## src/sv/jsu_pkg.sv

```systemverilog
`default_nettype none
// ----------------------------------------------------------------------------
// jsu_pkg: shared definitions for the JSON string unescaper
// Widths, character codes, result codes and the result item layout.
// ----------------------------------------------------------------------------
package jsu_pkg;

   localparam int LENGTH_BITS   = 16;
   localparam int SCRATCH_BITS  = 17;
   localparam int BYTE_BITS     = 8;
   localparam int CAPACITY_BITS = 16;
   localparam int FIELD_BITS    = 16;
   localparam int SUM_BITS      =
      ((SCRATCH_BITS > LENGTH_BITS) ? SCRATCH_BITS : LENGTH_BITS) + 2;
   localparam int MAX_RESULTS   = 3;
   localparam int COUNT_BITS    = 2;
   localparam int INDEX_BITS    = 2;
   localparam int CP_BITS       = 16;

   localparam logic [CAPACITY_BITS-1:0] CAPACITY_RESET = 16'd4096;
   localparam logic [FIELD_BITS-1:0]    FIELD_MAX      = 16'hFFFF;

   localparam logic [BYTE_BITS-1:0] CHAR_NUL       = 8'h00;
   localparam logic [BYTE_BITS-1:0] CHAR_QUOTE     = 8'h22;
   localparam logic [BYTE_BITS-1:0] CHAR_SLASH     = 8'h2F;
   localparam logic [BYTE_BITS-1:0] CHAR_BACKSLASH = 8'h5C;
   localparam logic [BYTE_BITS-1:0] CHAR_LOWER_B   = 8'h62;
   localparam logic [BYTE_BITS-1:0] CHAR_LOWER_F   = 8'h66;
   localparam logic [BYTE_BITS-1:0] CHAR_LOWER_N   = 8'h6E;
   localparam logic [BYTE_BITS-1:0] CHAR_LOWER_R   = 8'h72;
   localparam logic [BYTE_BITS-1:0] CHAR_LOWER_T   = 8'h74;
   localparam logic [BYTE_BITS-1:0] CHAR_LOWER_U   = 8'h75;
   localparam logic [BYTE_BITS-1:0] CHAR_BACKSPACE = 8'h08;
   localparam logic [BYTE_BITS-1:0] CHAR_FORMFEED  = 8'h0C;
   localparam logic [BYTE_BITS-1:0] CHAR_NEWLINE   = 8'h0A;
   localparam logic [BYTE_BITS-1:0] CHAR_RETURN    = 8'h0D;
   localparam logic [BYTE_BITS-1:0] CHAR_TAB       = 8'h09;

   localparam logic [BYTE_BITS-1:0] UTF8_LEAD2 = 8'hC0;
   localparam logic [BYTE_BITS-1:0] UTF8_LEAD3 = 8'hE0;
   localparam logic [BYTE_BITS-1:0] UTF8_CONT  = 8'h80;
   localparam logic [CP_BITS-1:0]   CP_ONE_BYTE_LIMIT = 16'h0080;
   localparam logic [CP_BITS-1:0]   CP_TWO_BYTE_LIMIT = 16'h0800;

   typedef enum logic [1:0] {
      MODE_PLAIN  = 2'd0,
      MODE_ESCAPE = 2'd1,
      MODE_HEX    = 2'd2
   } mode_type;

   typedef enum logic [2:0] {
      STATUS_IN_PLACE   = 3'd0,
      STATUS_DECODED    = 3'd1,
      STATUS_BAD_ESCAPE = 3'd2,
      STATUS_BAD_HEX    = 3'd3,
      STATUS_OVERFLOW   = 3'd4,
      STATUS_TEXT_ENDED = 3'd5
   } status_type;

   typedef struct packed {
      logic                  kind;
      logic [BYTE_BITS-1:0]  out_byte;
      status_type            status;
      logic [FIELD_BITS-1:0] string_length;
      logic [FIELD_BITS-1:0] scratch_offset;
      logic                  last;
   } result_item_type;

   typedef struct packed {
      logic [COUNT_BITS-1:0]                  count;
      result_item_type [MAX_RESULTS-1:0]      items;
   } decode_result_type;

endpackage
`default_nettype wire

```

## src/sv/jsu_req_if.sv

```systemverilog
`default_nettype none
// ----------------------------------------------------------------------------
// jsu_req_if: raw text byte channel
// Valid/ready channel carrying one string body byte and a restart flag.
// ----------------------------------------------------------------------------
interface jsu_req_if;
   import jsu_pkg::*;

   logic                 valid;
   logic                 ready;
   logic [BYTE_BITS-1:0] text_byte;
   logic                 restart;

   modport source (output valid, output text_byte, output restart, input ready);
   modport sink   (input valid, input text_byte, input restart, output ready);

endinterface
`default_nettype wire

```

## src/sv/jsu_rsp_if.sv

```systemverilog
`default_nettype none
// ----------------------------------------------------------------------------
// jsu_rsp_if: decoded result channel
// Valid/ready channel carrying one decoded byte or one end-of-string status.
// ----------------------------------------------------------------------------
interface jsu_rsp_if;
   import jsu_pkg::*;

   logic                  valid;
   logic                  ready;
   logic                  kind;
   logic [BYTE_BITS-1:0]  out_byte;
   status_type            status;
   logic [FIELD_BITS-1:0] string_length;
   logic [FIELD_BITS-1:0] scratch_offset;
   logic                  last;

   modport source (output valid, output kind, output out_byte, output status,
                   output string_length, output scratch_offset, output last,
                   input ready);
   modport sink   (input valid, input kind, input out_byte, input status,
                   input string_length, input scratch_offset, input last,
                   output ready);

endinterface
`default_nettype wire

```

## src/sv/jsu_decode.sv

```systemverilog
`default_nettype none
// ----------------------------------------------------------------------------
// jsu_decode: escape decoder and string state
// Holds the per-string and per-document state and turns one registered text
// byte into up to three result items in a single pass.
// ----------------------------------------------------------------------------
module jsu_decode (
   input  wire logic                                 clock,
   input  wire logic                                 reset,
   input  wire logic                                 fire,
   input  wire logic [jsu_pkg::BYTE_BITS-1:0]        text_byte,
   input  wire logic                                 restart,
   input  wire logic [jsu_pkg::CAPACITY_BITS-1:0]    capacity,
   output      jsu_pkg::decode_result_type           result
);
   import jsu_pkg::*;

   typedef enum logic [2:0] {
      ACT_NONE,
      ACT_EMIT,
      ACT_HEX_START,
      ACT_HEX_DIGIT,
      ACT_OPEN_ESCAPE,
      ACT_CLOSE,
      ACT_ERROR
   } action_type;

   mode_type                mode_ff, mode_in;
   logic [1:0]              hex_cnt_ff, hex_cnt_in;
   logic [CP_BITS-1:0]      code_point_ff, code_point_in;
   logic [LENGTH_BITS-1:0]  length_ff, length_in;
   logic                    escape_seen_ff, escape_seen_in;
   logic [SCRATCH_BITS-1:0] scratch_used_ff, scratch_used_in;
   logic                    failed_ff, failed_in;

   mode_type                eff_mode;
   logic [1:0]              eff_hex_cnt;
   logic [CP_BITS-1:0]      eff_cp;
   logic [LENGTH_BITS-1:0]  eff_len;
   logic                    eff_esc;
   logic [SCRATCH_BITS-1:0] eff_used;
   logic                    eff_failed;

   logic                    desig_ok;
   logic                    desig_is_u;
   logic [BYTE_BITS-1:0]    desig_byte;
   logic                    hex_ok;
   logic [3:0]              hex_val;
   logic [CP_BITS-1:0]      cp_new;
   logic [COUNT_BITS-1:0]   utf_n;
   logic [BYTE_BITS-1:0]    utf_b0, utf_b1, utf_b2;

   action_type              act_raw, act;
   status_type              err_raw, err;
   logic [COUNT_BITS-1:0]   emit_n;
   logic [BYTE_BITS-1:0]    emit_b0, emit_b1, emit_b2;
   logic                    chk_esc;

   logic [LENGTH_BITS:0]    len_sum;
   logic [SUM_BITS-1:0]     scratch_sum;
   logic [SUM_BITS-1:0]     close_sum;
   logic [SUM_BITS-1:0]     len_ext;
   logic                    room;
   logic [FIELD_BITS-1:0]   len_out;

   assign eff_mode    = restart ? MODE_PLAIN : mode_ff;
   assign eff_hex_cnt = restart ? 2'd0 : hex_cnt_ff;
   assign eff_cp      = restart ? '0 : code_point_ff;
   assign eff_len     = restart ? '0 : length_ff;
   assign eff_esc     = restart ? 1'b0 : escape_seen_ff;
   assign eff_used    = restart ? '0 : scratch_used_ff;
   assign eff_failed  = restart ? 1'b0 : failed_ff;

   always_comb begin
      desig_ok   = 1'b1;
      desig_is_u = 1'b0;
      desig_byte = text_byte;
      unique case (text_byte) inside
         CHAR_QUOTE, CHAR_BACKSLASH, CHAR_SLASH: desig_byte = text_byte;
         CHAR_LOWER_B: desig_byte = CHAR_BACKSPACE;
         CHAR_LOWER_F: desig_byte = CHAR_FORMFEED;
         CHAR_LOWER_N: desig_byte = CHAR_NEWLINE;
         CHAR_LOWER_R: desig_byte = CHAR_RETURN;
         CHAR_LOWER_T: desig_byte = CHAR_TAB;
         CHAR_LOWER_U: desig_is_u = 1'b1;
         default:      desig_ok   = 1'b0;
      endcase
   end

   always_comb begin
      hex_ok  = 1'b1;
      hex_val = 4'd0;
      case (text_byte) inside
         [8'h30:8'h39]: hex_val = 4'(text_byte - 8'h30);
         [8'h61:8'h66]: hex_val = 4'(text_byte - 8'h57);
         [8'h41:8'h46]: hex_val = 4'(text_byte - 8'h37);
         default:       hex_ok  = 1'b0;
      endcase
   end

   assign cp_new = {eff_cp[CP_BITS-5:0], hex_val};

   always_comb begin
      if (cp_new < CP_ONE_BYTE_LIMIT) begin
         utf_n  = 2'd1;
         utf_b0 = cp_new[7:0];
         utf_b1 = '0;
         utf_b2 = '0;
      end else if (cp_new < CP_TWO_BYTE_LIMIT) begin
         utf_n  = 2'd2;
         utf_b0 = UTF8_LEAD2 | {3'b000, cp_new[10:6]};
         utf_b1 = UTF8_CONT | {2'b00, cp_new[5:0]};
         utf_b2 = '0;
      end else begin
         utf_n  = 2'd3;
         utf_b0 = UTF8_LEAD3 | {4'b0000, cp_new[15:12]};
         utf_b1 = UTF8_CONT | {2'b00, cp_new[11:6]};
         utf_b2 = UTF8_CONT | {2'b00, cp_new[5:0]};
      end
   end

   always_comb begin
      act_raw = ACT_NONE;
      err_raw = STATUS_IN_PLACE;
      emit_n  = 2'd0;
      emit_b0 = text_byte;
      emit_b1 = '0;
      emit_b2 = '0;
      chk_esc = eff_esc;
      if (!eff_failed) begin
         unique case (eff_mode)
            MODE_ESCAPE: begin
               if (desig_is_u) begin
                  act_raw = ACT_HEX_START;
               end else if (desig_ok) begin
                  act_raw = ACT_EMIT;
                  emit_n  = 2'd1;
                  emit_b0 = desig_byte;
               end else begin
                  act_raw = ACT_ERROR;
                  err_raw = STATUS_BAD_ESCAPE;
               end
            end
            MODE_HEX: begin
               if (!hex_ok) begin
                  act_raw = ACT_ERROR;
                  err_raw = STATUS_BAD_HEX;
               end else if (eff_hex_cnt != 2'd3) begin
                  act_raw = ACT_HEX_DIGIT;
               end else begin
                  act_raw = ACT_EMIT;
                  emit_n  = utf_n;
                  emit_b0 = utf_b0;
                  emit_b1 = utf_b1;
                  emit_b2 = utf_b2;
               end
            end
            default: begin
               if (text_byte == CHAR_QUOTE) begin
                  act_raw = ACT_CLOSE;
               end else if (text_byte == CHAR_NUL) begin
                  act_raw = ACT_ERROR;
                  err_raw = STATUS_TEXT_ENDED;
               end else if (text_byte == CHAR_BACKSLASH) begin
                  act_raw = ACT_OPEN_ESCAPE;
                  chk_esc = 1'b1;
               end else begin
                  act_raw = ACT_EMIT;
                  emit_n  = 2'd1;
               end
            end
         endcase
      end
   end

   assign len_sum     = {1'b0, eff_len} + (LENGTH_BITS+1)'(emit_n);
   assign scratch_sum = SUM_BITS'(eff_used) + SUM_BITS'(eff_len) + SUM_BITS'(emit_n);
   assign close_sum   = SUM_BITS'(eff_used) + SUM_BITS'(eff_len) + SUM_BITS'(1);
   assign len_ext     = SUM_BITS'(eff_len);
   assign room        = !len_sum[LENGTH_BITS] &&
                        (!chk_esc || (scratch_sum <= SUM_BITS'(capacity)));
   assign len_out     = (len_ext > SUM_BITS'(FIELD_MAX)) ? FIELD_MAX
                                                         : len_ext[FIELD_BITS-1:0];

   always_comb begin
      act = act_raw;
      err = err_raw;
      if ((act_raw == ACT_EMIT || act_raw == ACT_OPEN_ESCAPE) && !room) begin
         act = ACT_ERROR;
         err = STATUS_OVERFLOW;
      end
   end

   // Next escape mode.
   always_comb begin
      mode_in = mode_ff;
      if (fire) begin
         unique case (act) inside
            ACT_HEX_START, ACT_HEX_DIGIT: mode_in = MODE_HEX;
            ACT_OPEN_ESCAPE:              mode_in = MODE_ESCAPE;
            ACT_EMIT, ACT_CLOSE, ACT_ERROR: mode_in = MODE_PLAIN;
            default:                      mode_in = eff_mode;
         endcase
      end
   end

   // Counters, accumulators and result items.
   always_comb begin
      hex_cnt_in      = hex_cnt_ff;
      code_point_in   = code_point_ff;
      length_in       = length_ff;
      escape_seen_in  = escape_seen_ff;
      scratch_used_in = scratch_used_ff;
      failed_in       = failed_ff;
      result          = '0;
      if (fire) begin
         hex_cnt_in      = eff_hex_cnt;
         code_point_in   = eff_cp;
         length_in       = eff_len;
         escape_seen_in  = eff_esc;
         scratch_used_in = eff_used;
         failed_in       = eff_failed;
      end
      unique case (act)
         ACT_EMIT: begin
            hex_cnt_in                = 2'd0;
            length_in                 = len_sum[LENGTH_BITS-1:0];
            result.count              = emit_n;
            result.items[0].out_byte  = emit_b0;
            result.items[1].out_byte  = emit_b1;
            result.items[2].out_byte  = emit_b2;
         end
         ACT_HEX_START: begin
            hex_cnt_in    = 2'd0;
            code_point_in = '0;
         end
         ACT_HEX_DIGIT: begin
            hex_cnt_in    = 2'(eff_hex_cnt + 2'd1);
            code_point_in = cp_new;
         end
         ACT_OPEN_ESCAPE: begin
            escape_seen_in = 1'b1;
         end
         ACT_CLOSE: begin
            hex_cnt_in                    = 2'd0;
            code_point_in                 = '0;
            length_in                     = '0;
            escape_seen_in                = 1'b0;
            result.count                  = 2'd1;
            result.items[0].kind          = 1'b1;
            result.items[0].last          = 1'b1;
            result.items[0].string_length = len_out;
            if (eff_esc) begin
               scratch_used_in                = close_sum[SCRATCH_BITS-1:0];
               result.items[0].status         = STATUS_DECODED;
               result.items[0].scratch_offset = eff_used[FIELD_BITS-1:0];
            end
         end
         ACT_ERROR: begin
            hex_cnt_in             = 2'd0;
            code_point_in          = '0;
            length_in              = '0;
            escape_seen_in         = 1'b0;
            failed_in              = 1'b1;
            result.count           = 2'd1;
            result.items[0].kind   = 1'b1;
            result.items[0].last   = 1'b1;
            result.items[0].status = err;
         end
         default: begin
         end
      endcase
      if (!fire) begin
         hex_cnt_in      = hex_cnt_ff;
         code_point_in   = code_point_ff;
         length_in       = length_ff;
         escape_seen_in  = escape_seen_ff;
         scratch_used_in = scratch_used_ff;
         failed_in       = failed_ff;
      end
   end

   always_ff @(posedge clock) begin
      if (reset) begin
         mode_ff         <= MODE_PLAIN;
         hex_cnt_ff      <= 2'd0;
         code_point_ff   <= '0;
         length_ff       <= '0;
         escape_seen_ff  <= 1'b0;
         scratch_used_ff <= '0;
         failed_ff       <= 1'b0;
      end else begin
         mode_ff         <= mode_in;
         hex_cnt_ff      <= hex_cnt_in;
         code_point_ff   <= code_point_in;
         length_ff       <= length_in;
         escape_seen_ff  <= escape_seen_in;
         scratch_used_ff <= scratch_used_in;
         failed_ff       <= failed_in;
      end
   end

   a_failed_is_silent: assert property (@(posedge clock) disable iff (reset)
      (fire && failed_ff && !restart) |-> (result.count == 2'd0))
      else $error("failed string produced a result");

   a_multi_is_data: assert property (@(posedge clock) disable iff (reset)
      (result.count > 2'd1) |-> (!result.items[0].kind && !result.items[1].kind))
      else $error("multi-item result carries a status item");

   a_scratch_moves_on_close: assert property (@(posedge clock) disable iff (reset)
      (fire && !restart && (scratch_used_in != scratch_used_ff))
         |-> (result.count == 2'd1 && result.items[0].status == STATUS_DECODED))
      else $error("scratch count changed without a decoded close");

endmodule
`default_nettype wire

```

## src/sv/jsu_rsp_buf.sv

```systemverilog
`default_nettype none
// ----------------------------------------------------------------------------
// jsu_rsp_buf: result register and serializer
// Holds the up to three result items of one text byte and presents them on
// the result channel one per transfer.
// ----------------------------------------------------------------------------
module jsu_rsp_buf (
   input  wire logic                       clock,
   input  wire logic                       reset,
   input  wire logic                       load,
   input  wire jsu_pkg::decode_result_type result,
   output      logic                       advance,
   jsu_rsp_if.source                       rsp_chan
);
   import jsu_pkg::*;

   result_item_type [MAX_RESULTS-1:0] items_ff;
   logic [COUNT_BITS-1:0]             cnt_ff, cnt_in;
   logic [INDEX_BITS-1:0]             rd_idx_ff, rd_idx_in;
   result_item_type                   head;
   logic                              pop;

   assign head    = items_ff[rd_idx_ff];
   assign pop     = rsp_chan.valid && rsp_chan.ready;
   assign advance = (cnt_ff == 2'd0) || (cnt_ff == 2'd1 && rsp_chan.ready);

   assign rsp_chan.valid          = (cnt_ff != 2'd0);
   assign rsp_chan.kind           = head.kind;
   assign rsp_chan.out_byte       = head.out_byte;
   assign rsp_chan.status         = head.status;
   assign rsp_chan.string_length  = head.string_length;
   assign rsp_chan.scratch_offset = head.scratch_offset;
   assign rsp_chan.last           = head.last;

   always_comb begin
      cnt_in    = cnt_ff;
      rd_idx_in = rd_idx_ff;
      if (load) begin
         cnt_in    = result.count;
         rd_idx_in = '0;
      end else if (pop) begin
         cnt_in    = 2'(cnt_ff - 2'd1);
         rd_idx_in = 2'(rd_idx_ff + 2'd1);
      end
   end

   always_ff @(posedge clock) begin
      if (reset) begin
         cnt_ff    <= '0;
         rd_idx_ff <= '0;
      end else begin
         cnt_ff    <= cnt_in;
         rd_idx_ff <= rd_idx_in;
      end
   end

   always_ff @(posedge clock) begin
      if (load) begin
         items_ff <= result.items;
      end
   end

   a_index_in_range: assert property (@(posedge clock) disable iff (reset)
      ({1'b0, rd_idx_ff} + {1'b0, cnt_ff}) <= 3'd3)
      else $error("read index runs past the held items");

   a_pop_steps_index: assert property (@(posedge clock) disable iff (reset)
      (pop && !load) |=> (rd_idx_ff == 2'($past(rd_idx_ff) + 2'd1)))
      else $error("transfer did not step the read index");

   a_last_marks_status: assert property (@(posedge clock) disable iff (reset)
      rsp_chan.valid |-> (rsp_chan.last == rsp_chan.kind))
      else $error("last flag disagrees with item kind");

endmodule
`default_nettype wire

```

## src/sv/json_string_unescaper_core.sv

```systemverilog
`default_nettype none
// ----------------------------------------------------------------------------
// json_string_unescaper_core: JSON string body unescaper
// Decodes the body of a JSON string into plain bytes and a closing status.
// ----------------------------------------------------------------------------
// Usage:
//   req_chan takes one raw byte of a string body per transfer, starting
//   after the opening quote; restart set on a byte clears the scratch count
//   and any sticky error before that byte is decoded.
//   rsp_chan gives each decoded byte as a data item (kind 0) and one status
//   item (kind 1, last 1) at the closing quote or on the first error. After
//   an error, bytes are taken and dropped until a restart.
//   A \uXXXX escape yields up to three UTF-8 bytes on its last hex digit.
//   csr_write_enable writes the scratch capacity; write it only while idle.
// Timing:
//   A byte's first result is offered once the byte has passed the input
//   register and been loaded into the result register. One byte is taken
//   every cycle while each byte gives at most one result and the receiver
//   is ready; a byte that gives more results holds the input until the
//   result register has drained its items, one per transfer.
// Reset clears all string and document state and sets the capacity to 4096.
// When the receiver stalls, the result register holds its items and the
// input register fills, after which req_chan.ready drops.
// ----------------------------------------------------------------------------
module json_string_unescaper_core (
   input  wire logic                              clock,
   input  wire logic                              reset,
   jsu_req_if.sink                                req_chan,
   jsu_rsp_if.source                              rsp_chan,
   input  wire logic                              csr_write_enable,
   input  wire logic [jsu_pkg::CAPACITY_BITS-1:0] csr_write_data
);
   import jsu_pkg::*;

   logic                     req_valid_ff;
   logic [BYTE_BITS-1:0]     req_byte_ff;
   logic                     req_restart_ff;
   logic [CAPACITY_BITS-1:0] capacity_ff;
   logic                     advance;
   logic                     fire;
   decode_result_type        result;

   assign req_chan.ready = !req_valid_ff || advance;
   assign fire           = req_valid_ff && advance;

   always_ff @(posedge clock) begin
      if (reset) begin
         req_valid_ff <= 1'b0;
      end else if (req_chan.ready) begin
         req_valid_ff <= req_chan.valid;
      end
   end

   always_ff @(posedge clock) begin
      if (req_chan.valid && req_chan.ready) begin
         req_byte_ff    <= req_chan.text_byte;
         req_restart_ff <= req_chan.restart;
      end
   end

   always_ff @(posedge clock) begin
      if (reset) begin
         capacity_ff <= CAPACITY_RESET;
      end else if (csr_write_enable) begin
         capacity_ff <= csr_write_data;
      end
   end

   jsu_decode u_decode (
      .clock     (clock),
      .reset     (reset),
      .fire      (fire),
      .text_byte (req_byte_ff),
      .restart   (req_restart_ff),
      .capacity  (capacity_ff),
      .result    (result)
   );

   jsu_rsp_buf u_rsp_buf (
      .clock    (clock),
      .reset    (reset),
      .load     (fire),
      .result   (result),
      .advance  (advance),
      .rsp_chan (rsp_chan)
   );

endmodule
`default_nettype wire
```

## src/flat_wrapper.sv

```systemverilog
// flat-port wrapper written by rule: the top's interface ports become plain ports
module json_string_unescaper_core_flat import jsu_pkg::*;
  (clock, reset, csr_write_enable, csr_write_data, req_chan_valid, req_chan_text_byte, req_chan_restart, req_chan_ready, rsp_chan_valid, rsp_chan_kind, rsp_chan_out_byte, rsp_chan_status, rsp_chan_string_length, rsp_chan_scratch_offset, rsp_chan_last, rsp_chan_ready);
  jsu_req_if req_chan_i ();
  jsu_rsp_if rsp_chan_i ();
  input  wire logic clock;
  input  wire logic reset;
  input  wire logic csr_write_enable;
  input  wire logic [jsu_pkg::CAPACITY_BITS-1:0] csr_write_data;
  input wire logic [$bits(req_chan_i.valid)-1:0] req_chan_valid;
  input wire logic [$bits(req_chan_i.text_byte)-1:0] req_chan_text_byte;
  input wire logic [$bits(req_chan_i.restart)-1:0] req_chan_restart;
  output wire logic [$bits(req_chan_i.ready)-1:0] req_chan_ready;
  output wire logic [$bits(rsp_chan_i.valid)-1:0] rsp_chan_valid;
  output wire logic [$bits(rsp_chan_i.kind)-1:0] rsp_chan_kind;
  output wire logic [$bits(rsp_chan_i.out_byte)-1:0] rsp_chan_out_byte;
  output wire logic [$bits(rsp_chan_i.status)-1:0] rsp_chan_status;
  output wire logic [$bits(rsp_chan_i.string_length)-1:0] rsp_chan_string_length;
  output wire logic [$bits(rsp_chan_i.scratch_offset)-1:0] rsp_chan_scratch_offset;
  output wire logic [$bits(rsp_chan_i.last)-1:0] rsp_chan_last;
  input wire logic [$bits(rsp_chan_i.ready)-1:0] rsp_chan_ready;
  assign req_chan_i.valid = req_chan_valid;
  assign req_chan_i.text_byte = req_chan_text_byte;
  assign req_chan_i.restart = req_chan_restart;
  assign req_chan_ready = req_chan_i.ready;
  assign rsp_chan_valid = rsp_chan_i.valid;
  assign rsp_chan_kind = rsp_chan_i.kind;
  assign rsp_chan_out_byte = rsp_chan_i.out_byte;
  assign rsp_chan_status = rsp_chan_i.status;
  assign rsp_chan_string_length = rsp_chan_i.string_length;
  assign rsp_chan_scratch_offset = rsp_chan_i.scratch_offset;
  assign rsp_chan_last = rsp_chan_i.last;
  assign rsp_chan_i.ready = rsp_chan_ready;
  json_string_unescaper_core u_core (.clock(clock), .reset(reset), .req_chan(req_chan_i), .rsp_chan(rsp_chan_i), .csr_write_enable(csr_write_enable), .csr_write_data(csr_write_data));
endmodule
```

## config.mk

```make
export PLATFORM = sky130hd
export DESIGN_NAME = json_string_unescaper_core_flat
export DESIGN_NICKNAME = d
export VERILOG_FILES = /design/src/sv/jsu_pkg.sv /design/src/sv/jsu_req_if.sv /design/src/sv/jsu_rsp_if.sv /design/src/sv/jsu_decode.sv /design/src/sv/jsu_rsp_buf.sv /design/src/sv/json_string_unescaper_core.sv /design/src/flat_wrapper.sv
export SDC_FILE = /design/constraint.sdc
export NUM_CORES = 1
export LEC_CHECK = 0
export BUFFER_PORTS_ARGS = -buffer_cell sky130_fd_sc_hd__clkbuf_2
export CAP_MARGIN = 20
export CELL_PAD_IN_SITES_DETAIL_PLACEMENT = 0
export CELL_PAD_IN_SITES_GLOBAL_PLACEMENT = 2
export CORE_MARGIN = 5
export CORE_UTILIZATION = 39
export DETAILED_ROUTE_END_ITERATION = 10
export GPL_ROUTABILITY_DRIVEN = 0
export PLACE_DENSITY_LB_ADDON = 0.1
export SLEW_MARGIN = 20
export SYNTH_ARGS = -nofsm -noshare
export SYNTH_HDL_FRONTEND = slang
export SYNTH_SLANG_ARGS = --single-unit
```

## constraint.sdc

```tcl
create_clock -name clock -period 9 [get_ports clock]
set_input_delay 0.45 -clock clock [delete_from_list [all_inputs] [get_ports clock]]
set_output_delay 0.45 -clock clock [all_outputs]
set_load 0.05 [all_outputs]
```

# Yosys cells after proc, flatten, opt, wreduce, memory -nomap -nowiden
# Index checks and enable logic that the tools add are counted.
# totals
reg_bits	141
latchBits	0
ramBits	0
romBits	0
out_inout_bits	47
elab_cells	175
mem_count	0
# classes
n_addsub	10
n_mul	0
div_mod_pow	0
n_lt_le_gt_ge	11
eq_ne	21
shifts	0
n_mux	77
bitwise	3
reduce_logical	32
# op_table
operator	n
binary-select mux 45 bit (select 2 bit)	1
equality test 8 x 7 -> 1 bit, second input constant	7
two-way mux 8 bit	7
two-way mux 17 bit	3
two-way mux 45 bit	1
case mux 8 bit (5 select lines)	1
two-way mux 3 bit	12
two-way mux 16 bit	2
case mux 16 bit (2 select lines)	1
two-way mux 2 bit	12
case mux 12 bit (2 select lines)	1
two-way mux 1 bit	21
adder 18 x 2 -> 19 bit	1
less-or-equal comparator 19 x 16 -> 1 bit	1
adder 17 x 16 -> 18 bit	1
case mux 3 bit (2 select lines)	3
adder 16 x 2 -> 17 bit	1
adder 17 x 1 -> 17 bit, second input constant	1
equality test 8 x 6 -> 1 bit, second input constant	2
greater-or-equal comparator 8 x 7 -> 1 bit, second input constant	2
> comparator 16 bit, second input constant	1
less-or-equal comparator 8 x 7 -> 1 bit, second input constant	2
less-than comparator 16 x 12 -> 1 bit, second input constant	1
less-than comparator 16 x 8 -> 1 bit, second input constant	1
other kinds (34)	68

# Depth between registers and ports, before layout
# logic_depth
word_depth	23
mapped_depth	35

# Cells and area by module
# Synthesis repeated with hierarchy kept, for this count alone.
# unflattened
cells_unflattened	1295
area_unflattened_um2	12824.8
# modules_own_cells
module	instances	cells_each	area_each_um2	seq_area_each_um2
jsu_decode	1	916	6671.4	1021.0
jsu_rsp_buf	1	312	5252.5	4134.0
json_string_unescaper_core	1	67	900.9	610.6

# Worst setup path before layout
# Ideal clock, no wire load.
# synth_path
path_kind	register -> register
start	register u_core.req_restart_ff
end	register u_core.u_decode.scratch_used_ff[8]
setup_ps	117
arrival_ps	7359
required_ps	8883
setup_slack_ps	1523
stages_incl_launch_ff	32
period_less_slack_ps	7477
path_cell_list	edfxtp_1 -> clkbuf_1 -> clkbuf_1 -> clkbuf_1 -> clkbuf_1 -> buf_1 -> nor2b_1 -> ha_1 -> fa_1 -> inv_1 -> fa_1 -> nor4_1 -> and4_1 -> and3_1 -> nand2_1 -> xor2_1 -> ha_1 -> nand4_1 -> inv_1 -> a2111oi_0 -> a221oi_1 -> a211o_1 -> a211oi_1 -> mux2_2 -> nor2_1 -> nor2b_1 -> ha_1 -> clkbuf_1 -> nand4_1 -> a21o_2 -> buf_4 -> a32o_1
# synth_via
word_cells_on_any_way	46
# synth_lines
item	line_no	rtl
start, declared	json_string_unescaper_core.sv:37	logic req_restart_ff;
start signal, assigned	json_string_unescaper_core.sv:57	req_restart_ff <= req_chan.restart;
two-way mux 17 bit *	jsu_decode.sv:71	assign eff_used = restart ? '0 : scratch_used_ff;
net u_core.u_decode.eff_used[0]	jsu_decode.sv:41	logic [SCRATCH_BITS-1:0] eff_used;
adder 17 x 16 -> 18 bit *	jsu_decode.sv:178	assign close_sum = SUM_BITS'(eff_used) + SUM_BITS'(eff_len) + SUM_BITS'(1);
adder 18 x 2 -> 19 bit	jsu_decode.sv:177	assign scratch_sum = SUM_BITS'(eff_used) + SUM_BITS'(eff_len) + SUM_BITS'(emit_n);
less-or-equal comparator 19 x 16 -> 1 bit	jsu_decode.sv:181	(!chk_esc || (scratch_sum <= SUM_BITS'(capacity)));
logical OR 1 bit	jsu_decode.sv:181	
logical AND 1 bit	jsu_decode.sv:180	assign room = !len_sum[LENGTH_BITS] &&
logical NOT 1 bit	jsu_decode.sv:188	if ((act_raw == ACT_EMIT || act_raw == ACT_OPEN_ESCAPE) && !room) begin
logical AND 1 bit	jsu_decode.sv:188	
two-way mux 3 bit	jsu_decode.sv:188	
equality test 3 bit	jsu_decode.sv:224	unique case (act)
two-way mux 17 bit *	jsu_decode.sv:224	
end signal, assigned	jsu_decode.sv:298	scratch_used_ff <= scratch_used_in;
end, declared	jsu_decode.sv:33	logic [SCRATCH_BITS-1:0] scratch_used_ff, scratch_used_in;
# Mark *: on every way through the listed nets, which the timed path passes. The rest lies on a longest branch.
# A chain may end at the register's enable or synchronous reset.

# Worst setup path in the final report
# layout_path
start	register u_core.req_byte_ff[0]
end	register u_core.u_rsp_buf.cnt_ff[0]
# layout_via
elab_chain_len	23
word_cells_on_any_way	76
# layout_rtl
item	line_no	rtl
start, declared	json_string_unescaper_core.sv:36	logic [BYTE_BITS-1:0] req_byte_ff;
start signal, assigned	json_string_unescaper_core.sv:56	req_byte_ff <= req_chan.text_byte;
greater-or-equal comparator 8 x 7 -> 1 bit (no line) / less-or-equal comparator 8 x 7 -> 1 bit (equally long branches)	-	
logical AND 1 bit (no line)	-	
two-way mux 4 bit (3 in series)	jsu_decode.sv:93	case (text_byte) inside
less-than comparator 16 x 12 -> 1 bit	jsu_decode.sv:109	end else if (cp_new < CP_TWO_BYTE_LIMIT) begin
two-way mux 1 bit	jsu_decode.sv:109	
two-way mux 2 bit	jsu_decode.sv:104	if (cp_new < CP_ONE_BYTE_LIMIT) begin
two-way mux 2 bit	jsu_decode.sv:148	end else if (eff_hex_cnt != 2'd3) begin
two-way mux 2 bit	jsu_decode.sv:145	if (!hex_ok) begin
(+5 left out)	-	
logical AND 1 bit	jsu_decode.sv:180	
logical NOT 1 bit	jsu_decode.sv:188	
logical AND 1 bit	jsu_decode.sv:188	
two-way mux 3 bit	jsu_decode.sv:188	
equality test 3 bit	jsu_decode.sv:224	
OR reduction 2 bit (no line)	-	
case mux 2 bit (2 select lines) *	jsu_decode.sv:224	
two-way mux 2 bit *	jsu_rsp_buf.sv:38	if (load) begin
end signal, assigned	jsu_rsp_buf.sv:52	cnt_ff <= cnt_in;
end, declared	jsu_rsp_buf.sv:18	logic [COUNT_BITS-1:0] cnt_ff, cnt_in;
# Every way passes the cells marked *; elsewhere a longest branch is shown, timed or not.

==> metrics.txt <==
# TYPE chip_impl_metric gauge
chip_impl_metric{name="critical_path_required",unit="ns"} 9.34
chip_impl_info{name="worst_setup_path_end_kind",value="flip-flop"} 1
chip_impl_metric{name="drt-initial-drc-count",unit=""} 576
chip_impl_metric{name="max-vdd-ir-drop",unit="V"} 0.000104
chip_impl_metric{name="clk_latency",unit="ns"} 0.43
chip_impl_metric{name="power.static_leakage",unit="uW"} 0.00416
chip_impl_metric{name="timing.final.crit_share",unit=""} 0.911
chip_impl_metric{name="final.min_clock_period",unit="ns"} 8.20
chip_impl_metric{name="hold_violations",unit=""} 0
chip_impl_metric{name="place_hpwl",unit="um"} 20700
chip_impl_metric{name="synth_seq_area_share",unit=""} 0.358
chip_impl_metric{name="switching_share",unit=""} 0.383
chip_impl_metric{name="via_per_inst",unit=""} 5.63
chip_impl_metric{name="worstPathArrival",unit="ns"} 8.54
chip_impl_metric{name="number_of_maximum_capacitance_constraint_violations",unit=""} 0
chip_impl_info{name="synth.area.top_cells",value="edfxtp_1 (21%), dfxtp_1 (15%), ha_1 (6.5%)"} 1
chip_impl_metric{name="yosys_register_bits",unit=""} 139
chip_impl_metric{name="largest_net_degree_at_the_start_of_global_routing",unit=""} 72
chip_impl_metric{name="cts_inserted_buffers",unit=""} 17
chip_impl_metric{name="max_slew_vio_count",unit=""} 0
chip_impl_metric{name="post-cts-setup-buffers",unit=""} 0
chip_impl_info{name="top_layer",value="met4"} 1
chip_impl_metric{name="post_synthesis_cell_area",unit="um^2"} 9660
chip_impl_info{name="postSynth.topFlopCell",value="dfxtp_1"} 1
chip_impl_metric{name="timing_worst_slew_pin_value",unit="ns"} 0.965
chip_impl_metric{name="global_route.overflow_total",unit=""} 0
chip_impl_metric{name="met2WireLength",unit="um"} 11400
chip_impl_metric{name="power.share.clock",unit=""} 0.344
chip_impl_metric{name="hold_slack",unit="ns"} 0.202
chip_impl_metric{name="synth_top_cell_area_share",unit=""} 0.208
chip_impl_metric{name="dieArea",unit="um^2"} 28000
chip_impl_metric{name="synth.distinct_cells",unit=""} 102
chip_impl_metric{name="number_of_antenna_violations_at_the_first_check_in_global_routing",unit=""} 0
chip_impl_metric{name="setup_viol",unit=""} 0
chip_impl_info{name="synth_top_cells_by_count",value="nor2_1 (78), dfxtp_1 (72), nand2_1 (71)"} 1
chip_impl_metric{name="power_density",unit="nW/um^2"} 200
chip_impl_metric{name="synth_area_per_cell",unit="um^2"} 9.19
chip_impl_metric{name="wirelength_met1",unit="um"} 14500
chip_impl_info{name="run_status",value="finished clean"} 1
chip_impl_metric{name="internal-power",unit="uW"} 1340
chip_impl_info{name="critical_path.startpoint_type",value="flip-flop"} 1
chip_impl_metric{name="die_y",unit="um"} 167
chip_impl_metric{name="maxSlewHeadroom",unit=""} 0.356
chip_impl_info{name="cts_tree",value="built"} 1
chip_impl_metric{name="max-clock-path-buffers",unit=""} 2
chip_impl_info{name="critical_path.most_common_cell",value="inv_1"} 1
chip_impl_metric{name="grt_util_all_layers",unit=""} 0.196
chip_impl_metric{name="final_antenna_net_count",unit=""} 0
chip_impl_info{name="timing.hold.worst.class",value="primary input to flip-flop"} 1
chip_impl_metric{name="io_pins",unit=""} 77
chip_impl_metric{name="core",unit="um^2"} 24300
chip_impl_metric{name="first_pass_iters",unit=""} 6
chip_impl_metric{name="antenna-diode-count",unit=""} 0
chip_impl_metric{name="part_of_the_total_power_dissipated_in_combinational_logic",unit=""} 0.305
chip_impl_metric{name="synth-edff-count",unit=""} 67
chip_impl_metric{name="seq_power_share",unit=""} 0.351
chip_impl_info{name="synth_top_area_cell",value="edfxtp_1"} 1
chip_impl_metric{name="layout-drive-gt1-share",unit=""} 0.160
chip_impl_info{name="rsz0062_at_grt",value="no"} 1
chip_impl_metric{name="switching_power",unit="uW"} 834
chip_impl_metric{name="num-nets-final",unit=""} 1186
chip_impl_metric{name="wl_cell",unit="um"} 19.5
chip_impl_metric{name="finClkSkew",unit="ns"} 0.0143
chip_impl_metric{name="synth-async-reset-ratio",unit=""} 0
chip_impl_metric{name="cts_max_level",unit=""} 4
chip_impl_metric{name="critical_path_peak_fanout",unit=""} 8
chip_impl_metric{name="grt_pass1_wl",unit="um"} 44000
chip_impl_metric{name="critical_path.max_stage_delay",unit="ns"} 0.54
chip_impl_metric{name="setup_total_negative_slack",unit="ns"} 0
chip_impl_metric{name="floorplan.initialDensity",unit=""} 0.397
chip_impl_metric{name="clk_pin_slew",unit="ns"} 0.06
chip_impl_metric{name="net_count_after_synthesis",unit=""} 1134
chip_impl_metric{name="met3_length",unit="um"} 1700
chip_impl_info{name="slowest_stage",value="a2111oi_4"} 1
chip_impl_metric{name="drc_errors",unit=""} 0
chip_impl_info{name="most_numerous_cell_in_the_yosys_netlist",value="nor2_1"} 1
chip_impl_metric{name="fp-row-count",unit=""} 57
chip_impl_metric{name="num_vias",unit=""} 8109
chip_impl_info{name="class_of_the_most_critical_setup_path",value="flip-flop to flip-flop"} 1
chip_impl_metric{name="detail_route.wirelength",unit="um"} 28100
chip_impl_metric{name="clock_sink_count",unit=""} 139
chip_impl_info{name="clock_tree.root_cell",value="clkbuf_16"} 1
chip_impl_metric{name="fmax",unit="GHz"} 0.122
chip_impl_metric{name="area.growth.synth_to_final",unit="%"} 12.9
chip_impl_metric{name="ys.warnings.count",unit=""} 0
chip_impl_metric{name="numPortBuffers",unit=""} 76
chip_impl_metric{name="die_width",unit="um"} 167
chip_impl_metric{name="number_of_global_route_vias_before_repair",unit=""} 7485
chip_impl_metric{name="netlist_instances",unit=""} 1051
## stage by stage
stage | area, um^2 | total power, uW | util | worst slack (ns) | instances
floorplan | 9660 | 1290 | - | 1.52 | 1051
global route | 10900 | 2280 | 0.448 | 0.0777 | 1440
CTS | 10900 | 2190 | 0.448 | 0.487 | 1440
detailed placement | 10300 | 1450 | 0.423 | 0.540 | 1408
global placement | 10300 | 1440 | 0.423 | 0.797 | 1408
finish | 10900 | 2180 | 0.448 | 0.801 | 1440
## logic make-up after synthesis
kind of cell    Yosys count  synth area share
fa+ha+maj                53            0.0710
compound gates          262             0.208
simple gates            418             0.242
buf+inv                 106            0.0473
xor+xnor                 45            0.0431
mux                      28            0.0311
flops                   139             0.358
## metal layers
layer	up-vias	global-route usage
met4	0	0.0494
met2	271	0.269
met1	3832	0.316
met5	-	0
li1	3979	-
met3	27	0.0314
## sequential cells by signal, summed over array words and instances (netlist names), 2 cells and up
signal	count
u_core.u_rsp_buf.rd_idx_ff	2
u_core.capacity_ff	16
u_core.u_decode.mode_ff	2
u_core.u_rsp_buf.cnt_ff	2
u_core.u_rsp_buf.items_ff	58
u_core.u_decode.hex_cnt_ff	2
u_core.req_byte_ff	8
u_core.u_decode.code_point_ff	12
u_core.u_decode.scratch_used_ff	17
u_core.u_decode.length_ff	16
## power by group through the flow
stage | Combinational, uW | Sequential (uW) | Clock (uW)
after CTS | 670 | 764 | 761
after detailed placement | 668 | 778 | 0
after global placement | 668 | 777 | 0
after floorplan | 524 | 761 | 0
final | 664 | 763 | 749
after global routing | 716 | 771 | 789
## worst max-delay path, delay by kind of cell, from the launching register on
family | cells | cell delay (ns)
simple gates | 12 | 2.60
compound gates | 9 | 2.48
fa+ha+maj | 4 | 1.44
xor+xnor | 1 | 0.16
mux | 1 | 0.29
buf+inv | 4 | 0.64
flops | 1 | 0.52
## cell usage in the layout, fill, tap and decap left out, types with 5 or more instances in the layout
cell type	n
a211oi_1	11
a21o_1	6
a21oi_1	63
a22oi_1	15
a31oi_1	5
a32o_1	25
and2_1	61
and3_1	15
buf_4	10
clkbuf_16	17
clkbuf_2	76
dfxtp_1	72
edfxtp_1	67
ha_1	49
inv_1	51
inv_6	5
mux2i_1	24
nand2_1	71
nand2b_1	15
nand3_1	29
nand4_1	17
nor2_1	76
nor2b_1	39
nor3_1	22
nor3b_1	11
nor4_1	13
o211ai_1	6
o21ai_0	37
o22ai_1	14
o2bb2ai_1	5
or2_2	6
or3_1	5
xnor2_1	27
xor2_1	15
## cell type report
type / count / area [um^2]
Clock buffer: 18 / 429
Clock inverter: 14 / 184
Sequential cell: 139 / 3450
Inverter: 52 / 195
Fill cell: 2426 / 13400
Multi-Input combinational cell: 806 / 5760
Timing Repair Buffer: 87 / 475
Tap cell: 324 / 405
## worst paths after layout
kind | end | slack, ns | start | cells past startpoint
setup / recovery | u_core.u_rsp_buf.cnt_ff[0] | 0.80 | u_core.req_byte_ff[0] | 31
hold / removal | u_core.req_byte_ff[3] | 0.20 | req_chan_text_byte[3] | 1
setup reg to reg | u_core.u_rsp_buf.cnt_ff[0] | 0.80 | u_core.req_byte_ff[0] | 31
hold reg to reg | u_core.u_decode.scratch_used_ff[9] | 0.49 | u_core.u_decode.scratch_used_ff[9] | 1
## timing repair
item	4_1_cts	5_1_grt
setup endpoints to repair	0	73
resized for setup	0	2
hold buffers	0	0
(Power assumes the default switching activity.)
